### config.mk
export PLATFORM = sky130hd
export DESIGN_NAME = dwsf_mix
export DESIGN_NICKNAME = d
export VERILOG_FILES = /design/src/hdl/dwsf_pkg.sv /design/src/hdl/dwsf_mix.sv
export SDC_FILE = /design/constraint.sdc
export NUM_CORES = 1
export LEC_CHECK = 0
export BUFFER_PORTS_ARGS = -buffer_cell sky130_fd_sc_hd__buf_2
export CAP_MARGIN = 10
export CORE_ASPECT_RATIO = 0.75
export CORE_MARGIN = 4
export CORE_UTILIZATION = 25
export CTS_CLUSTER_DIAMETER = 60
export DETAILED_ROUTE_END_ITERATION = 16
export GPL_TIMING_DRIVEN = 0
export SYNTH_ARGS = -nofsm -noshare
export SYNTH_HDL_FRONTEND = slang
export SYNTH_SLANG_ARGS = --single-unit
### constraint.sdc
create_clock -name clk -period 21.1 [get_ports clk]
set_input_delay 2.11 -clock clk [delete_from_list [all_inputs] [get_ports clk]]
set_output_delay 2.11 -clock clk [all_outputs]
set_load 0.01 [all_outputs]
### src/hdl/dwsf_pkg.sv
// shared types and constants of the decimating window sample fetch
package dwsf_pkg;

  localparam int SAMPLE_W = 16;
  localparam int POINT_W  = 13;
  localparam int COEFF_W  = 16;
  localparam int LAG_W    = 15;
  localparam int DELAY_W  = 15;
  localparam int DEC_W    = 5;
  localparam int PTS_W    = 14;
  localparam int MODE_W   = 3;
  localparam int CMD_W    = 2;
  localparam int FRAME_W  = 2 * SAMPLE_W;
  localparam int KDEC_W   = 17;
  localparam int SPAN_W   = 19;
  localparam int SUB_W    = 18;
  localparam int PROD_W   = 34;
  localparam int APB_AW   = 4;
  localparam int APB_DW   = 32;

  localparam logic [CMD_W-1:0] CMD_WRITE = 2'd0;
  localparam logic [CMD_W-1:0] CMD_COEFF = 2'd1;
  localparam logic [CMD_W-1:0] CMD_FETCH = 2'd2;

  localparam logic [MODE_W-1:0] MODE_SCOPE = 3'd0;
  localparam logic [MODE_W-1:0] MODE_DIFF  = 3'd1;
  localparam logic [MODE_W-1:0] MODE_SUM   = 3'd2;
  localparam logic [MODE_W-1:0] MODE_LEFT  = 3'd3;
  localparam logic [MODE_W-1:0] MODE_RIGHT = 3'd4;

  localparam logic [1:0] REG_DELAY  = 2'd0;
  localparam logic [1:0] REG_DEC    = 2'd1;
  localparam logic [1:0] REG_POINTS = 2'd2;
  localparam logic [1:0] REG_MODE   = 2'd3;

  localparam logic [DEC_W-1:0] DEC_MAX = 5'd16;
  localparam logic [DEC_W-1:0] DEC_MIN = 5'd1;

  typedef struct packed {
    logic [DELAY_W-1:0] delay_frames;
    logic [DEC_W-1:0]   decimation;
    logic [PTS_W-1:0]   window_points;
    logic [MODE_W-1:0]  source_mode;
  } cfg_t;

  typedef struct packed {
    logic               valid;
    logic               hit;
    logic [POINT_W-1:0] k;
  } fetch_tag_t;

endpackage

### src/hdl/dwsf_mix.sv
// source selection, coefficient multiply, rounding and output register
module dwsf_mix (
  input  logic                                 clk,
  input  logic                                 rst,
  input  logic                                 adv,
  input  dwsf_pkg::fetch_tag_t                 tag,
  input  logic [dwsf_pkg::FRAME_W-1:0]         ring_rdata,
  input  logic [dwsf_pkg::COEFF_W-1:0]         coef_rdata,
  input  dwsf_pkg::cfg_t                       cfg,
  output logic                                 out_valid,
  output logic signed [dwsf_pkg::SAMPLE_W-1:0] sample_a,
  output logic signed [dwsf_pkg::SAMPLE_W-1:0] sample_b,
  output logic [dwsf_pkg::POINT_W-1:0]         out_index,
  output logic                                 is_last
);

  logic signed [dwsf_pkg::SAMPLE_W-1:0] l_s;
  logic signed [dwsf_pkg::SAMPLE_W-1:0] r_s;
  logic signed [dwsf_pkg::SAMPLE_W:0]   l_x;
  logic signed [dwsf_pkg::SAMPLE_W:0]   r_x;
  logic signed [dwsf_pkg::COEFF_W:0]    w_s;
  logic signed [dwsf_pkg::SAMPLE_W:0]   op;
  logic signed [dwsf_pkg::PROD_W-1:0]   prod_next;
  logic                                 last_next;

  logic                                 p3_valid;
  logic signed [dwsf_pkg::PROD_W-1:0]   p3_prod;
  logic signed [dwsf_pkg::SAMPLE_W-1:0] p3_l;
  logic signed [dwsf_pkg::SAMPLE_W-1:0] p3_r;
  logic [dwsf_pkg::POINT_W-1:0]         p3_k;
  logic                                 p3_last;

  logic signed [dwsf_pkg::PROD_W:0]     p_ext;
  logic signed [dwsf_pkg::PROD_W:0]     q16;
  logic signed [dwsf_pkg::PROD_W:0]     q15;
  logic signed [dwsf_pkg::PROD_W:0]     r16;
  logic signed [dwsf_pkg::PROD_W:0]     r15;
  logic [dwsf_pkg::SAMPLE_W-1:0]        a_next;
  logic [dwsf_pkg::SAMPLE_W-1:0]        b_next;

  function automatic logic [dwsf_pkg::SAMPLE_W-1:0] sat16(
    input logic signed [dwsf_pkg::PROD_W:0] v
  );
    logic [dwsf_pkg::SAMPLE_W-1:0] res;
    if (v > 35'sd32767) begin
      res = 16'h7FFF;
    end else if (v < -35'sd32768) begin
      res = 16'h8000;
    end else begin
      res = v[dwsf_pkg::SAMPLE_W-1:0];
    end
    return res;
  endfunction

  // never-written frames read as zero
  assign l_s = tag.hit ? $signed(ring_rdata[dwsf_pkg::SAMPLE_W-1:0]) : '0;
  assign r_s = tag.hit ? $signed(ring_rdata[dwsf_pkg::FRAME_W-1:dwsf_pkg::SAMPLE_W]) : '0;
  assign l_x = (dwsf_pkg::SAMPLE_W+1)'(l_s);
  assign r_x = (dwsf_pkg::SAMPLE_W+1)'(r_s);
  assign w_s = $signed({1'b0, coef_rdata});

  always_comb begin
    case (cfg.source_mode)
      dwsf_pkg::MODE_DIFF:  op = l_x - r_x;
      dwsf_pkg::MODE_SUM:   op = l_x + r_x;
      dwsf_pkg::MODE_LEFT:  op = l_x;
      dwsf_pkg::MODE_RIGHT: op = r_x;
      default:              op = '0;
    endcase
  end

  assign prod_next = dwsf_pkg::PROD_W'(w_s) * dwsf_pkg::PROD_W'(op);
  assign last_next = (dwsf_pkg::PTS_W'(tag.k) + dwsf_pkg::PTS_W'(1)) == cfg.window_points;

  always_ff @(posedge clk) begin
    if (rst) begin
      p3_valid <= 1'b0;
    end else if (adv) begin
      p3_valid <= tag.valid;
    end
  end

  always_ff @(posedge clk) begin
    if (adv) begin
      p3_prod <= prod_next;
      p3_l    <= l_s;
      p3_r    <= r_s;
      p3_k    <= tag.k;
      p3_last <= last_next;
    end
  end

  // round half up: floor of product plus half an lsb
  assign p_ext = (dwsf_pkg::PROD_W+1)'(p3_prod);
  assign q16   = p_ext + 35'sd32768;
  assign q15   = p_ext + 35'sd16384;
  assign r16   = q16 >>> 16;
  assign r15   = q15 >>> 15;

  always_comb begin
    case (cfg.source_mode)
      dwsf_pkg::MODE_SCOPE: begin
        a_next = p3_l;
        b_next = p3_r;
      end
      dwsf_pkg::MODE_DIFF, dwsf_pkg::MODE_SUM: begin
        a_next = sat16(r16);
        b_next = '0;
      end
      dwsf_pkg::MODE_LEFT, dwsf_pkg::MODE_RIGHT: begin
        a_next = sat16(r15);
        b_next = '0;
      end
      default: begin
        a_next = '0;
        b_next = '0;
      end
    endcase
  end

  always_ff @(posedge clk) begin
    if (rst) begin
      out_valid <= 1'b0;
    end else if (adv) begin
      out_valid <= p3_valid;
    end
  end

  always_ff @(posedge clk) begin
    if (adv) begin
      sample_a  <= a_next;
      sample_b  <= b_next;
      out_index <= p3_k;
      is_last   <= p3_last;
    end
  end

endmodule

==> impl_metrics.csv <==
group,metric,value,unit
synth,avgSynthCellArea,9.42,sq um
synth,synth_nets,2164,
global_route,antenna_found_initial,2,
timing,setup_slack,8910,ps
global_route,grt_remaining_overflow,0,
placed_design,dpl_worst_slack,8560,ps
final_layout,design_area,0.0185,sq mm
critical_path,path_buf_inv,8,
critical_path,critical_path.most_common_cell,"fa_1",
die,die_y,228,microns
clock_network,htreeDepth,4,
clock_network,postCtsSetupBuffers,0,
critical_path,cp.arrival,12340,ps
timing,min_period_over_period,0.578,
clock_network,path_clk_slew,60,ps
synth,syn_inst,1707,
placed_design,gp_congestion,0.894,
global_route,grt_use_total,0.140,
die,die_x,301,microns
timing,clock_skew,12.6,ps
clock_network,cts_resized,0,
critical_path,cp.required,21250,ps
route,drt_wl_total,47000,microns
pwr,internal_power,1100,uW
pwr,p_comb_frac,0.680,
route,drc,0,
synth,synth_cell_type_count,83,
timing,finalHoldViolations,0,
timing,layout_min_cycle_time,12190,ps
synth,synthTopCellsByArea,"fa_1 26%, edfxtp_1 21%, ha_1 11%, inv_1 6.7%, nand2_1 5.3%",
run_status,status,"complete, no violations",
run,maxCapViolCount,0,
timing,slew_headroom,0.170,
synth,ys_async_sr_fraction,0,
pwr,p_sw,989,uW
timing,tns,0,ps
final_layout,drive_gt1_frac,0.110,
route,vias,12625,
route,viasPerCell,4.62,
clock_network,ctsRootBufferMaster,"clkbuf_16",
die,num_rows,80,
die,ioPinCount,150,
placed_design,dpl.hpwl,39100,microns
critical_path,crit_path_end_kind,"flip-flop",
synth,yosysTopAreaCellShare,0.260,
synth,synth-edff-count,112,
pwr,cellPowerDensity,113,mW/mm^2
timing,worst_slew_pin_slew,1250,ps
route,drt_iter0_markers,886,
die,core_area,0.0637,sq mm
synth,synth-seq-area-share,0.212,
pwr,p_leak,0.00880,uW
synth,ys.flop_type,"edfxtp_1",
clock_network,cts_sinks,114,
pwr,power_frac_seq,0.171,
critical_path,slowest_stage,"a21oi_1",
final_layout,syn_to_final_growth,14.9,%
synth,yosysWarnings,0,
critical_path,start_kind,"input port",
placed_design,place_inst,2697,
clock_network,cts_tree,"built",
route,dr.pass1.iters,6,
timing,rsz0062_at_grt,"no",
die,start_util,0.253,
critical_path,crit_type,"in -> reg",
pwr,worst_ir_drop_vdd,0.000107,V
clock_network,insertion_delay,420,ps
global_route,grt_first_pass_wirelength,74500,microns
placed_design,io_buffer_count,126,
final_layout,nNetsFinal,2312,
critical_path,cpPeakStageDelay,560,ps
route,avgRoutedWirePerCell,17.2,microns
placed_design,place_area,0.0178,sq mm
timing,slew_violations,0,
die,dieArea,0.0685,sq mm
route,detail-route-antenna-nets,0,
clock_network,cts_hold_buf,0,
global_route,grt_pass1_vias,13064,
pwr,p_sw_frac,0.472,
global_route,grt_max_degree,60,
synth,synth.cell_area,0.0161,sq mm
critical_path,critPathMaxFanout,10,
clock_network,cts_buffer_depth,2,
hold_path,min_path_type,"reg -> reg",
timing,finalSetupViolCount,0,
timing,fin_hold_ws,414,ps
final_layout,final_cells,2730,
synth,synth.largest_area_cell,"fa_1",
critical_path,critical_path.top_delay_family,"adder cells",
clock_network,cts_made_buffers,17,
timing,fmax,82.0,MHz
synth,ys_seq_elements,114,
pwr,power.share.clock,0.150,
-- flip-flops by register name, indices dropped and copies added, names as in the netlist --
name,count
p3_last,1
sample_a,16
is_last,1
p3_valid,1
out_valid,1
sample_b,16
out_index,13
p3_r,16
p3_k,13
p3_l,16
p3_prod,20
-- cells by family (layout without fill, tap and decap cells) --
group,after synthesis,in the layout,share of synthesized area
AO/OA/AOI/OAI,215,215,0.0945
XOR/XNOR,96,96,0.0523
adder cells (fa/ha/maj),354,354,0.373
buffers and inverters,355,516,0.0875
flip-flops,114,114,0.212
multiplexers,8,8,0.00498
other,0,1,0
AND/OR/NAND/NOR,565,565,0.176
-- power by group through the flow --
| stage | registers, uW | logic (uW) | clock network (uW) |
|---|---|---|---|
| floorplan | 356 | 1060 | 0 |
| global placement | 362 | 1420 | 0 |
| detailed placement | 362 | 1430 | 0 |
| CTS | 358 | 1440 | 323 |
| global route | 361 | 1630 | 335 |
| finish | 357 | 1420 | 314 |
-- area by class of cell --
| class | instances | area (sq um) |
|---|---|---|
| Fill cell | 6806 | 45200 |
| Multi-Input combinational cell | 1238 | 11300 |
| Sequential cell | 114 | 3400 |
| Inverter | 289 | 1090 |
| Tap cell | 861 | 1080 |
| Timing Repair Buffer | 129 | 673 |
| Clock buffer | 17 | 425 |
| Buffer | 66 | 320 |
| Clock inverter | 15 | 220 |
| Antenna cell | 1 | 2.50 |
-- cells in the final DEF (no fill, tap or decap), drive strengths merged, types with 37 or more instances in the layout --
cell type | synthesis | final
nor2 | 59 | 59
and2 | 122 | 122
inv | 289 | 297
o21ai | 37 | 37
clkbuf | 53 | 70
ha | 145 | 145
a21oi | 42 | 42
edfxtp | 112 | 112
nand2 | 229 | 229
xnor2 | 70 | 70
buf | 13 | 142
fa | 209 | 209
-- worst paths after layout --
path / from / end / slack [ps] / cells past startpoint
worst min register to register: p3_k[7] / out_index[7] / 410 / 0
worst max register to register: p3_prod[16] / sample_a[12] / 17800 / 9
worst max-delay path: tag[13] / p3_prod[31] / 8910 / 35
worst min-delay path: p3_k[7] / out_index[7] / 410 / 0
-- metrics by stage --
stage          utilization  total power, uW
2_1_floorplan            -             1410
3_5_place_dp         0.280             1790
5_1_grt              0.290             2330
4_1_cts              0.290             2120
6_report             0.290             2090
3_3_place_gp         0.279             1780
-- Yosys cell counts (all sizes together), types with 10 or more instances --
master,instances
xor2,26
xnor2,70
nor2,59
inv,289
and2,122
a31oi,11
o21ai,37
nor2b,28
fa,209
a22oi,10
ha,145
a21o,25
a21oi,42
nand2,229
clkbuf,53
buf,13
nand3,36
nand2b,20
and3,15
nand4,13
edfxtp,112
-- layer usage --
metal / GRT usage / vias up / wire (microns)
li1: - / 5849 / -
met1: 0.192 / 6254 / 21000
met2: 0.221 / 465 / 21100
met3: 0.0358 / 55 / 4040
met4: 0.0334 / 2 / 915
met5: 0 / - / 13
Power figures use the tool's default switching activity.
