--- src/hdl/dwsf_pkg.sv ---
// shared types and constants of the decimating window sample fetch
package dwsf_pkg;

  localparam int SAMPLE_W = 16;
  localparam int POINT_W  = 13;
  localparam int COEFF_W  = 16;
  localparam int LAG_W    = 15;
  localparam int DELAY_W  = 15;
  localparam int DEC_W    = 5;
  localparam int PTS_W    = 14;
  localparam int MODE_W   = 3;
  localparam int CMD_W    = 2;
  localparam int FRAME_W  = 2 * SAMPLE_W;
  localparam int KDEC_W   = 17;
  localparam int SPAN_W   = 19;
  localparam int SUB_W    = 18;
  localparam int PROD_W   = 34;
  localparam int APB_AW   = 4;
  localparam int APB_DW   = 32;

  localparam logic [CMD_W-1:0] CMD_WRITE = 2'd0;
  localparam logic [CMD_W-1:0] CMD_COEFF = 2'd1;
  localparam logic [CMD_W-1:0] CMD_FETCH = 2'd2;

  localparam logic [MODE_W-1:0] MODE_SCOPE = 3'd0;
  localparam logic [MODE_W-1:0] MODE_DIFF  = 3'd1;
  localparam logic [MODE_W-1:0] MODE_SUM   = 3'd2;
  localparam logic [MODE_W-1:0] MODE_LEFT  = 3'd3;
  localparam logic [MODE_W-1:0] MODE_RIGHT = 3'd4;

  localparam logic [1:0] REG_DELAY  = 2'd0;
  localparam logic [1:0] REG_DEC    = 2'd1;
  localparam logic [1:0] REG_POINTS = 2'd2;
  localparam logic [1:0] REG_MODE   = 2'd3;

  localparam logic [DEC_W-1:0] DEC_MAX = 5'd16;
  localparam logic [DEC_W-1:0] DEC_MIN = 5'd1;

  typedef struct packed {
    logic [DELAY_W-1:0] delay_frames;
    logic [DEC_W-1:0]   decimation;
    logic [PTS_W-1:0]   window_points;
    logic [MODE_W-1:0]  source_mode;
  } cfg_t;

  typedef struct packed {
    logic               valid;
    logic               hit;
    logic [POINT_W-1:0] k;
  } fetch_tag_t;

endpackage

--- src/hdl/dwsf_addr_gen.sv ---
// item capture, write pointer, ring address generation and memory requests
module dwsf_addr_gen #(
  parameter int RING_FRAMES = 32768,
  parameter int MAX_POINTS  = 8192
) (
  input  logic                                 clk,
  input  logic                                 rst,
  input  logic                                 adv,
  input  logic                                 in_acc,
  input  logic [dwsf_pkg::CMD_W-1:0]           cmd,
  input  logic [dwsf_pkg::SAMPLE_W-1:0]        left_sample,
  input  logic [dwsf_pkg::SAMPLE_W-1:0]        right_sample,
  input  logic [dwsf_pkg::POINT_W-1:0]         point_index,
  input  logic [dwsf_pkg::COEFF_W-1:0]         coeff,
  input  logic [dwsf_pkg::LAG_W-1:0]           arrival_lag,
  input  dwsf_pkg::cfg_t                       cfg,
  output logic                                 ring_en,
  output logic                                 ring_we,
  output logic [$clog2(RING_FRAMES)-1:0]       ring_addr,
  output logic [dwsf_pkg::FRAME_W-1:0]         ring_wdata,
  output logic                                 coef_en,
  output logic                                 coef_we,
  output logic [$clog2(MAX_POINTS)-1:0]        coef_addr,
  output logic [dwsf_pkg::COEFF_W-1:0]         coef_wdata,
  output dwsf_pkg::fetch_tag_t                 tag
);

  localparam int RW = $clog2(RING_FRAMES);
  localparam int CW = $clog2(MAX_POINTS);

  logic [dwsf_pkg::DEC_W-1:0]    dec_sat;
  logic [dwsf_pkg::KDEC_W-1:0]   kdec_next;
  logic [dwsf_pkg::SPAN_W-1:0]   span;
  logic [dwsf_pkg::SUB_W-1:0]    sub_next;

  logic                          s1_valid;
  logic [dwsf_pkg::CMD_W-1:0]    s1_cmd;
  logic [dwsf_pkg::SAMPLE_W-1:0] s1_left;
  logic [dwsf_pkg::SAMPLE_W-1:0] s1_right;
  logic [dwsf_pkg::POINT_W-1:0]  s1_k;
  logic [dwsf_pkg::COEFF_W-1:0]  s1_coeff;
  logic [dwsf_pkg::LAG_W-1:0]    s1_lag;
  logic [dwsf_pkg::KDEC_W-1:0]   s1_kdec;
  logic [dwsf_pkg::SUB_W-1:0]    s1_sub;

  logic [RW-1:0]                 write_pos;
  logic                          ring_full;
  logic [RW-1:0]                 fetch_addr;
  logic                          is_write;
  logic                          is_coeff;
  logic                          is_fetch;

  // decimation clamped to 1..16
  always_comb begin
    if (cfg.decimation == '0) begin
      dec_sat = dwsf_pkg::DEC_MIN;
    end else if (cfg.decimation > dwsf_pkg::DEC_MAX) begin
      dec_sat = dwsf_pkg::DEC_MAX;
    end else begin
      dec_sat = cfg.decimation;
    end
  end

  assign kdec_next = dwsf_pkg::KDEC_W'(point_index) * dwsf_pkg::KDEC_W'(dec_sat);
  assign span      = dwsf_pkg::SPAN_W'(cfg.window_points) * dwsf_pkg::SPAN_W'(dec_sat);
  assign sub_next  = dwsf_pkg::SUB_W'(cfg.delay_frames) + dwsf_pkg::SUB_W'(span >> 1);

  always_ff @(posedge clk) begin
    if (rst) begin
      s1_valid <= 1'b0;
    end else if (adv) begin
      s1_valid <= in_acc;
    end
  end

  always_ff @(posedge clk) begin
    if (adv) begin
      s1_cmd   <= cmd;
      s1_left  <= left_sample;
      s1_right <= right_sample;
      s1_k     <= point_index;
      s1_coeff <= coeff;
      s1_lag   <= arrival_lag;
      s1_kdec  <= kdec_next;
      s1_sub   <= sub_next;
    end
  end

  assign is_write = s1_valid && (s1_cmd == dwsf_pkg::CMD_WRITE);
  assign is_coeff = s1_valid && (s1_cmd == dwsf_pkg::CMD_COEFF);
  assign is_fetch = s1_valid && (s1_cmd == dwsf_pkg::CMD_FETCH);

  // ring length is a power of two, so the wrap is the natural overflow
  assign fetch_addr = write_pos + RW'(s1_lag) + RW'(s1_kdec) - RW'(s1_sub);

  assign ring_en    = adv && (is_write || is_fetch);
  assign ring_we    = is_write;
  assign ring_addr  = is_write ? write_pos : fetch_addr;
  assign ring_wdata = {s1_right, s1_left};

  assign coef_en    = adv && (is_coeff || is_fetch);
  assign coef_we    = is_coeff;
  assign coef_addr  = CW'(s1_k);
  assign coef_wdata = s1_coeff;

  // frames at or above the write pointer read as zero until the first wrap
  always_ff @(posedge clk) begin
    if (rst) begin
      write_pos <= '0;
      ring_full <= 1'b0;
    end else if (adv && is_write) begin
      write_pos <= write_pos + RW'(1);
      if (write_pos == RW'(RING_FRAMES - 1)) begin
        ring_full <= 1'b1;
      end
    end
  end

  always_ff @(posedge clk) begin
    if (rst) begin
      tag <= '0;
    end else if (adv) begin
      tag.valid <= is_fetch;
      tag.hit   <= ring_full || (fetch_addr < write_pos);
      tag.k     <= s1_k;
    end
  end

endmodule

--- config.mk ---
export PLATFORM = sky130hd
export DESIGN_NAME = dwsf_addr_gen
export DESIGN_NICKNAME = d
export VERILOG_FILES = /design/src/hdl/dwsf_pkg.sv /design/src/hdl/dwsf_addr_gen.sv
export SDC_FILE = /design/constraint.sdc
export NUM_CORES = 1
export LEC_CHECK = 0
export ABC_AREA = 1
export CORE_UTILIZATION = 50
export CTS_CLUSTER_DIAMETER = 120
export DETAILED_ROUTE_END_ITERATION = 8
export DONT_BUFFER_PORTS = 1
export PLACE_DENSITY = 0.7
export SYNTH_ARGS = -nofsm -noshare
export SYNTH_HDL_FRONTEND = slang
export SYNTH_SLANG_ARGS = --single-unit
--- constraint.sdc ---
create_clock -name clk -period 8.1 [get_ports clk]
set_input_delay 0.81 -clock clk [delete_from_list [all_inputs] [get_ports clk]]
set_output_delay 0.81 -clock clk [all_outputs]
set_load 0.02 [all_outputs]
==> impl_results.md, run 1 <==
- Outcome: complete, no violations
- Commonest non-fill, non-tap cell in the layout: nand2_1
- Post-Syn Nets: ~1,600
- Synth Flop Type: edfxtp_1
- Vias in the first global route: 8,306
- Post-synth top area share: 29.4%
- Final core utilization: 55.0%
- Post-synthesis sequential area ratio: a little over a third
- # DRC: 0
- Tot GR Track Use: 23.4%
- Post-CTS Hold Fix Bufs: 0
- Root buffer cell: clkbuf_16
- Via count: 8,221
- Post-CTS sizing: 0
- ANT nets after route: 0
- Unrepaired setup endpoints after global routing: false
- Setup Fix Bufs, Post-CTS: 0
- Total routed wirelength: 25.0 mm
- Layout cells sized above 1: 3.66%
- Syn Inst Count: around 1,300
- Max IR drop VDD: between 0.00015 and 0.0002 V
- Worst EP arrival: 5.79 ns
- Worst slew pin tran: roughly 0.82 ns
- FF+latch count, synth: 140
- Pwr Total: 4.38 mW
- Power density cells: 366 nW/µm²
- Ys Warns: 0
- Layout Nets: 1,566
- Multiplexer share of the synthesized area: 0%
- Die area: 22,700 µm²
- Leakage Power: a little under 6 nW
- Crit Path Max Fanout: 24
- Crit path capture type: flip-flop
- Drt pass-1 iters: 5
- Crit-path max cell delay: 0.54 ns
- Initial DRC count: roughly 410
- Worst skew pair latency: 0.42 ns
- Hold WC Path Type: flip-flop to flip-flop
- Layout Area Growth over Synthesis: 8.28%
- Final Setup Violations: 0
- Syn Std Cell Area: 11,000 µm²
- Final Hold Viols: 0
- TNS Setup: 0 ns
- Worst relative slew slack: 44.7%
- Critical path's most frequent cell: nand2_1
- Via density: 5.26
- Flop2flop setup slack: 4.29 ns
- Synthesized-area fraction occupied by adder cells: 26.4%
- Synth Area in Simple Gates: 18.7%
- Clk slew on worst S/H paths: 0.06 ns
- Critical Path Start Type: input pin
- PortBufs: 0
- Tmin final: 5.62 ns
- Clock Tree Buf Depth: 2
- Ys async rst share: 0%
- Clock buffer count from CTS: 17
- Die H: about 150 µm
- Core footprint: around 22,000 µm²
- FP Rows: 54
- Wirelength per Cell: between 15 and 20 µm
- Period Utilization, post-route: 69.4%
- Top Family by Delay on Critical Path: adder cells
- Worst EP required: between 8 and 9 ns
- TritonCTS clock tree: built
- Post-Synth XOR/XNOR Area: 3.80%
- Maximum clock frequency: 178 MHz
- CTS sink cnt: 140
- Yosys cell types: 36
- Most frequent cells in the layout: nand2_1, inv_1, nor2_1
- Synth Area per Inst: 8.71 µm²
- Compound-Gate Fraction of Synth Area: 6.75%
- Synth area leader: edfxtp_1
- Total grt overflow: 0
- Final Skew: 0.00964 ns
- First-pass GRT wire length: approximately 41 mm
- CP bufs+invs: 4
- Top cells by area, synth: edfxtp_1, fa_1, ha_1, nand2_1, inv_1
- Fin Hold WS: 0.449 ns
- Largest net degree at the start of global routing: 126
- Max cap viols: 0
- H-tree levels: 4
- Die X: 151 µm
- Crit Path Class: input pin to flip-flop
- Register area: 3880 µm²
- Initial core utilization: about half
- Worst path slowest cell: fa_1
- Diodes inserted: 0
- Number of synthesized flops with an enable pin: about 110
- # IOs: 214
- # fillers: 1,991
- Antenna violations before repair: 0
- Fin. max-slew vios: 0
- HPWL Detailed: 20.1 mm
- GP Congestion: 0.893
- Largest family of logic cells by synthesized area: adder cells
- Area of the multi-input gates: 6150 µm²
## routing by layer
metal	GRT usage [%]	up-vias	wire length, µm
met1	27.8	3922	10300
met4	7.15	0	454
met5	0	-	0
met2	41.4	241	12400
li1	-	4021	-
met3	5.70	37	1800
## worst paths after layout
check | from | cells after the start | endpoint
setup / recovery | cfg[21] | 26 | s1_sub[14]
hold / removal | ring_full | 2 | ring_full
setup reg to reg | s1_lag[9] | 18 | tag[13]
hold reg to reg | ring_full | 2 | ring_full
## state kept, by name, indices dropped and copies added (netlist names), 2 cells and up
register	cells
s1_lag	15
s1_cmd	2
s1_right	16
s1_left	16
tag	15
coef_addr	13
write_pos	15
s1_sub	15
coef_wdata	16
s1_kdec	15
## Yosys cell counts, types with 10 or more instances
cell / instances
xor2_1: 35
a21oi_1: 63
nand2_1: 252
inv_1: 245
nand3_1: 63
nor3_1: 15
fa_1: 94
ha_1: 83
nor2_1: 140
edfxtp_1: 108
dfxtp_1: 32
xnor2_1: 13
nand4_1: 10
o21ai_0: 52
clkbuf_1: 16
## cell type report
type	count	area share (%)
Clock buffer	17	3.56
Timing Repair Buffer	1	0.0627
Inverter	249	7.81
Multi-Input combinational cell	861	51.4
Clock inverter	15	1.77
Sequential cell	140	32.5
Tap cell	280	2.93
## where the power goes
| group | internal [mW] | switching, mW |
|---|---|---|
| Sequential | 0.899 | 0.0844 |
| Clock | 0.501 | 0.339 |
| Combinational | 0.887 | 1.67 |
## cell families after synthesis
family                   Yosys count
XOR/XNOR                          48
flip-flops                       140
AO/OA/AOI/OAI                    139
adder cells (fa/ha/maj)          177
buffers and inverters            268
AND/OR/NAND/NOR                  497
## per-stage QoR
step                      instance area [µm²]  cells  setup slack, ns
after CTS                               12000   1563             2.50
after global placement                  11300   1531             2.11
after floorplan                         11000   1269             2.87
after global routing                    12000   1563             2.03
final                                   12000   1563             2.48
after detailed placement                11300   1531             2.07
## worst register-to-register path: cells and delay by family (launching register included)
| kind | cells | cell delay [ns] |
|---|---|---|
| flops | 1 | 0.34 |
| compound gates | 4 | 0.75 |
| fa+ha+maj | 4 | 1.66 |
| simple gates | 7 | 0.78 |
| buf+inv | 3 | 0.18 |
Power figures use the tool's default switching activity.
==> inputs of run 2 (changes only) <==
--- a/config.mk
+++ b/config.mk
@@ -5,12 +5,12 @@
 export SDC_FILE = /design/constraint.sdc
 export NUM_CORES = 1
 export LEC_CHECK = 0
-export ABC_AREA = 1
+export ABC_AREA = 0
 export CORE_UTILIZATION = 50
 export CTS_CLUSTER_DIAMETER = 120
 export DETAILED_ROUTE_END_ITERATION = 8
 export DONT_BUFFER_PORTS = 1
-export PLACE_DENSITY = 0.7
+export PLACE_DENSITY = 0.73
 export SYNTH_ARGS = -nofsm -noshare
 export SYNTH_HDL_FRONTEND = slang
 export SYNTH_SLANG_ARGS = --single-unit
==> constraint.sdc (replaced) <==
create_clock -name clk -period 4.7 [get_ports clk]
set_input_delay 0.47 -clock clk [delete_from_list [all_inputs] [get_ports clk]]
set_output_delay 0.47 -clock clk [all_outputs]
set_load 0.02 [all_outputs]
==> run 2 against run 1 <==
Compared with the run above: clock skew increased by 0.0031 ns; largest cell class unchanged; critical path depth decreased by 13; register-to-register slack got worse by 3.9 ns; synthesized cell count decreased by 23%; sequential power increased by 73%; largest power group unchanged; critical endpoint is now ring_addr[13]; hold slack got worse by 0.33 ns; count of clock-buffer cells in the layout increased by 2.
==> impl_results.md, run 2 <==
- Outcome: complete, no violations (unchanged)
- Worst path slowest cell: fa_1 (unchanged)
- Syn Std Cell Area: 10,500 µm² (was 11,000 µm²)
- Crit path launch: s1_lag[1] (was cfg[21])
- Initial DRC count: 267 (was 409)
- FP Rows: 52 (was 54)
- Period Utilization, post-route: between 90% and 100%
- Largest net degree at the start of global routing: 128 (was 126)
- Via density: 5.14 (was 5.26)
- Max cap viols: 0 (unchanged)
- Crit-path max cell delay: 0.53 ns (was 0.54 ns)
- Via count: 6,732 (was 8,221)
- H-tree levels: 4 (unchanged)
- GP Congestion: 0.858 (was 0.893)
- Syn Inst Count: 982 (was 1,269)
- Total routed wirelength: 21.7 mm (was 25.0 mm)
- R2r startpoint: s1_lag[1] (was s1_lag[9])
- Power density cells: 634 nW/µm² (was 366 nW/µm²)
- Worst EP arrival: 4.00 ns (was 5.79 ns)
- Yosys cell types: 54 (was 36)
- Min-Delay Path Depth: 1 (was 2)
- Endpoint, Worst Hold: write_pos[7] (was ring_full)
- Commonest non-fill, non-tap cell in the layout: inv_1 (was nand2_1)
- Fin. max-slew vios: 0 (unchanged)
- Final Skew: 0.0128 ns (was 0.00964 ns)
- ANT nets after route: 0 (unchanged)
- TritonCTS clock tree: built (unchanged)
- CTS sink cnt: 140 (unchanged)
- Worst skew pair latency: 0.41 ns (was 0.42 ns)
- Pwr Total: 7.49 mW (was 4.38 mW)
- Crit-path cells: inv_1 > fa_1 > inv_1 > fa_1 > ha_1 > fa_1 > a21o_1 > a21oi_2 > o21ai_1 > a41o_1 > a21o_1 > o311ai_1 > buf_4
- Clock buffer count from CTS: 17 (unchanged)
- Ys async rst share: 0% (unchanged)
- Crit Path Class: flip-flop to output port (was input pin to flip-flop)
- Tot GR Track Use: 21.0% (was 23.4%)
- Max IR drop VDD: 0.000425 V (was 0.000188 V)
- Post-synth top area share: 30.8% (was 29.4%)
- PortBufs: 0 (unchanged)
- Hold_sp: rst (was ring_full)
- Worst r2r dst: tag[13] (unchanged)
- Crit Path Max Fanout: 3 (was 24)
- Synth Area per Inst: 10.7 µm² (was 8.71 µm²)
- # DRC: 0 (unchanged)
- Initial core utilization: 51.5% (was 50.8%)
- Final Setup Violations: 0 (unchanged)
- Layout Nets: 1,322 (was 1,566)
- Layout Area Growth over Synthesis: 12.2% (was 8.28%)
- Diodes inserted: 0 (unchanged)
- Leakage Power: 5.21 nW (was 5.76 nW)
- Root buffer cell: clkbuf_16 (unchanged)
- Drt pass-1 iters: 4 (was 5)
- Clock Tree Buf Depth: 2 (unchanged)
- First-pass GRT wire length: 35.5 mm (was 40.8 mm)
- Post-Syn Nets: 1,278 (was 1,565)
- Flop2flop setup slack: 0.43 ns (was 4.29 ns)
- FF+latch count, synth: 140 (unchanged)
- Tmin final: around 4.5 ns
- Ys Warns: 0 (unchanged)
- Top cells by area, synth: edfxtp_1, fa_1, ha_1, dfxtp_1, inv_1 (was edfxtp_1, fa_1, ha_1, nand2_1, inv_1)
- Cell with the most instances after synthesis: inv_1 (was nand2_1)
- HPWL Detailed: 17.4 mm (was 20.1 mm)
- Critical path's most frequent cell: fa_1 (was nand2_1)
- Die area: 21,600 µm² (was 22,700 µm²)
- Top Family by Delay on Critical Path: adder cells (unchanged)
- Number of synthesized flops with an enable pin: 108 (unchanged)
- Post-synthesis sequential area ratio: 36.9% (was 35.1%)
- Final Worst Setup Slack: 0.235 ns (was 2.48 ns)
- Die X: 147 µm (was 151 µm)
- Clk slew on worst S/H paths: 0.06 ns (about the same)
- Vias in the first global route: 6,968 (was 8,306)
- Die H: 147 µm (was 151 µm)
- Layout cells sized above 1: 11.9% (was 3.66%)
- Worst reg2reg path depth: 19 (was 18)
- Worst slew pin tran: 0.685 ns (was 0.821 ns)
- CP bufs+invs: 3 (was 4)
- Antenna violations before repair: 0 (unchanged)
- Hold WC Path Type: input pin to flip-flop (was flip-flop to flip-flop)
- Total grt overflow: 0 (unchanged)
- Final Hold Viols: 0 (unchanged)
- Core footprint: 20,400 µm² (was 21,800 µm²)
- Synth Flop Type: edfxtp_1 (unchanged)
- Unrepaired setup endpoints after global routing: false (unchanged)
- Worst relative slew slack: 54.3% (was 44.7%)
- Critical Path Start Type: flip-flop (was input pin)
- Most frequent cells in the layout: inv_1, edfxtp_1, fa_1 (was nand2_1, inv_1, nor2_1)
- Pre-CTS setup slack: -0.199 ns (was 2.07 ns)
- # IOs: 214 (unchanged)
- Synth area leader: edfxtp_1 (unchanged)
- Synth cell count leaders: inv_1, edfxtp_1, fa_1, ha_1, nand2_1 (was nand2_1, inv_1, nor2_1, edfxtp_1, fa_1)
- Crit path capture type: output port (was flip-flop)
- Maximum clock frequency: 224 MHz
- Wirelength per Cell: 16.6 µm (was 16.0 µm)
- Worst EP required: 4.23 ns (was 8.27 ns)
- Post-CTS Hold Fix Bufs: 0 (unchanged)
run 2: cell types whose count changed in the layout (fill, tap and decap cells not counted), moves of 14 or more:
cell,before,now
buf_4,1,44
xor2_1,35,12
and2_1,4,68
nand2_1,252,79
xnor2_1,13,62
mux2i_1,0,14
inv_1,245,144
o21ai_0,52,18
nor2_1,140,62
nand3_1,63,8
a21oi_1,63,33
run 2: worst max path at each step:
| stage | endpoint | slack (ns) | depth (start not counted) |
|---|---|---|---|
| final | ring_addr[13] | 0.23 | 13 |
| after global routing | ring_addr[13] | 0.007 | 13 |
| after CTS | ring_addr[13] | 0.15 | 13 |
| after detailed placement | s1_sub[14] | -0.20 | 19 |
| after global placement | s1_sub[14] | -0.12 | 19 |
| after floorplan | s1_sub[13] | -0.1 | 23 |
run 2: timing repair:
| item | CTS | global route |
|---|---|---|
| buffers inserted | 0 | 2 |
| endpoints found under the setup margin | 0 | 3 |
| hold endpoints to repair | 0 | 0 |
| resized for setup | 0 | 1 |
run 2: kinds of logic (layout without fill, tap and decap cells):
kind of cell,count (synthesis),in the layout,synth area share [%]
AND/OR/NAND/NOR,280,280,13.4
XOR/XNOR,74,74,6.15
AO/OA/AOI/OAI,119,119,7.27
buffers and inverters,166,223,5.94
flip-flops,140,140,36.9
adder cells (fa/ha/maj),177,177,27.7
multiplexers,26,26,2.61
run 2: metal layers:
layer | vias to the layer above | GRT usage (%) | wire length (µm)
met2 | 146 | 34.8 | 10600
met1 | 3241 | 28.3 | 9900
met4 | 0 | 4.33 | 129
li1 | 3336 | - | -
met3 | 9 | 4.53 | 1020
met5 | - | 0 | 0
run 2: layout make-up:
| type | count | area [µm²] |
|---|---|---|
| inverters | 147 | 552 |
| clock buffers | 19 | 433 |
| fillers | 1757 | 8610 |
| clock inverters | 13 | 92.6 |
| repair buffers | 44 | 330 |
| flip-flops and latches | 140 | 3880 |
| well taps | 270 | 338 |
| multi-input cells | 676 | 6190 |
run 2: power by group:
group | switching, mW | internal [mW]
Clock | 0.524 | 0.676
Sequential | 0.145 | 1.55
Combinational | 2.56 | 2.03
run 2: per-stage QoR:
stage	cell area, µm²	instances	utilization, %	setup TNS [ns]	hold WS, ns
2_1_floorplan	10700	982	-	-0.190	0.428
3_3_place_gp	11300	1275	55.2	-0.246	0.445
3_5_place_dp	11300	1275	55.2	-0.490	0.455
4_1_cts	11800	1307	57.7	0	0.107
5_1_grt	11800	1309	57.8	0	0.101
6_report	11800	1309	57.8	0	0.121
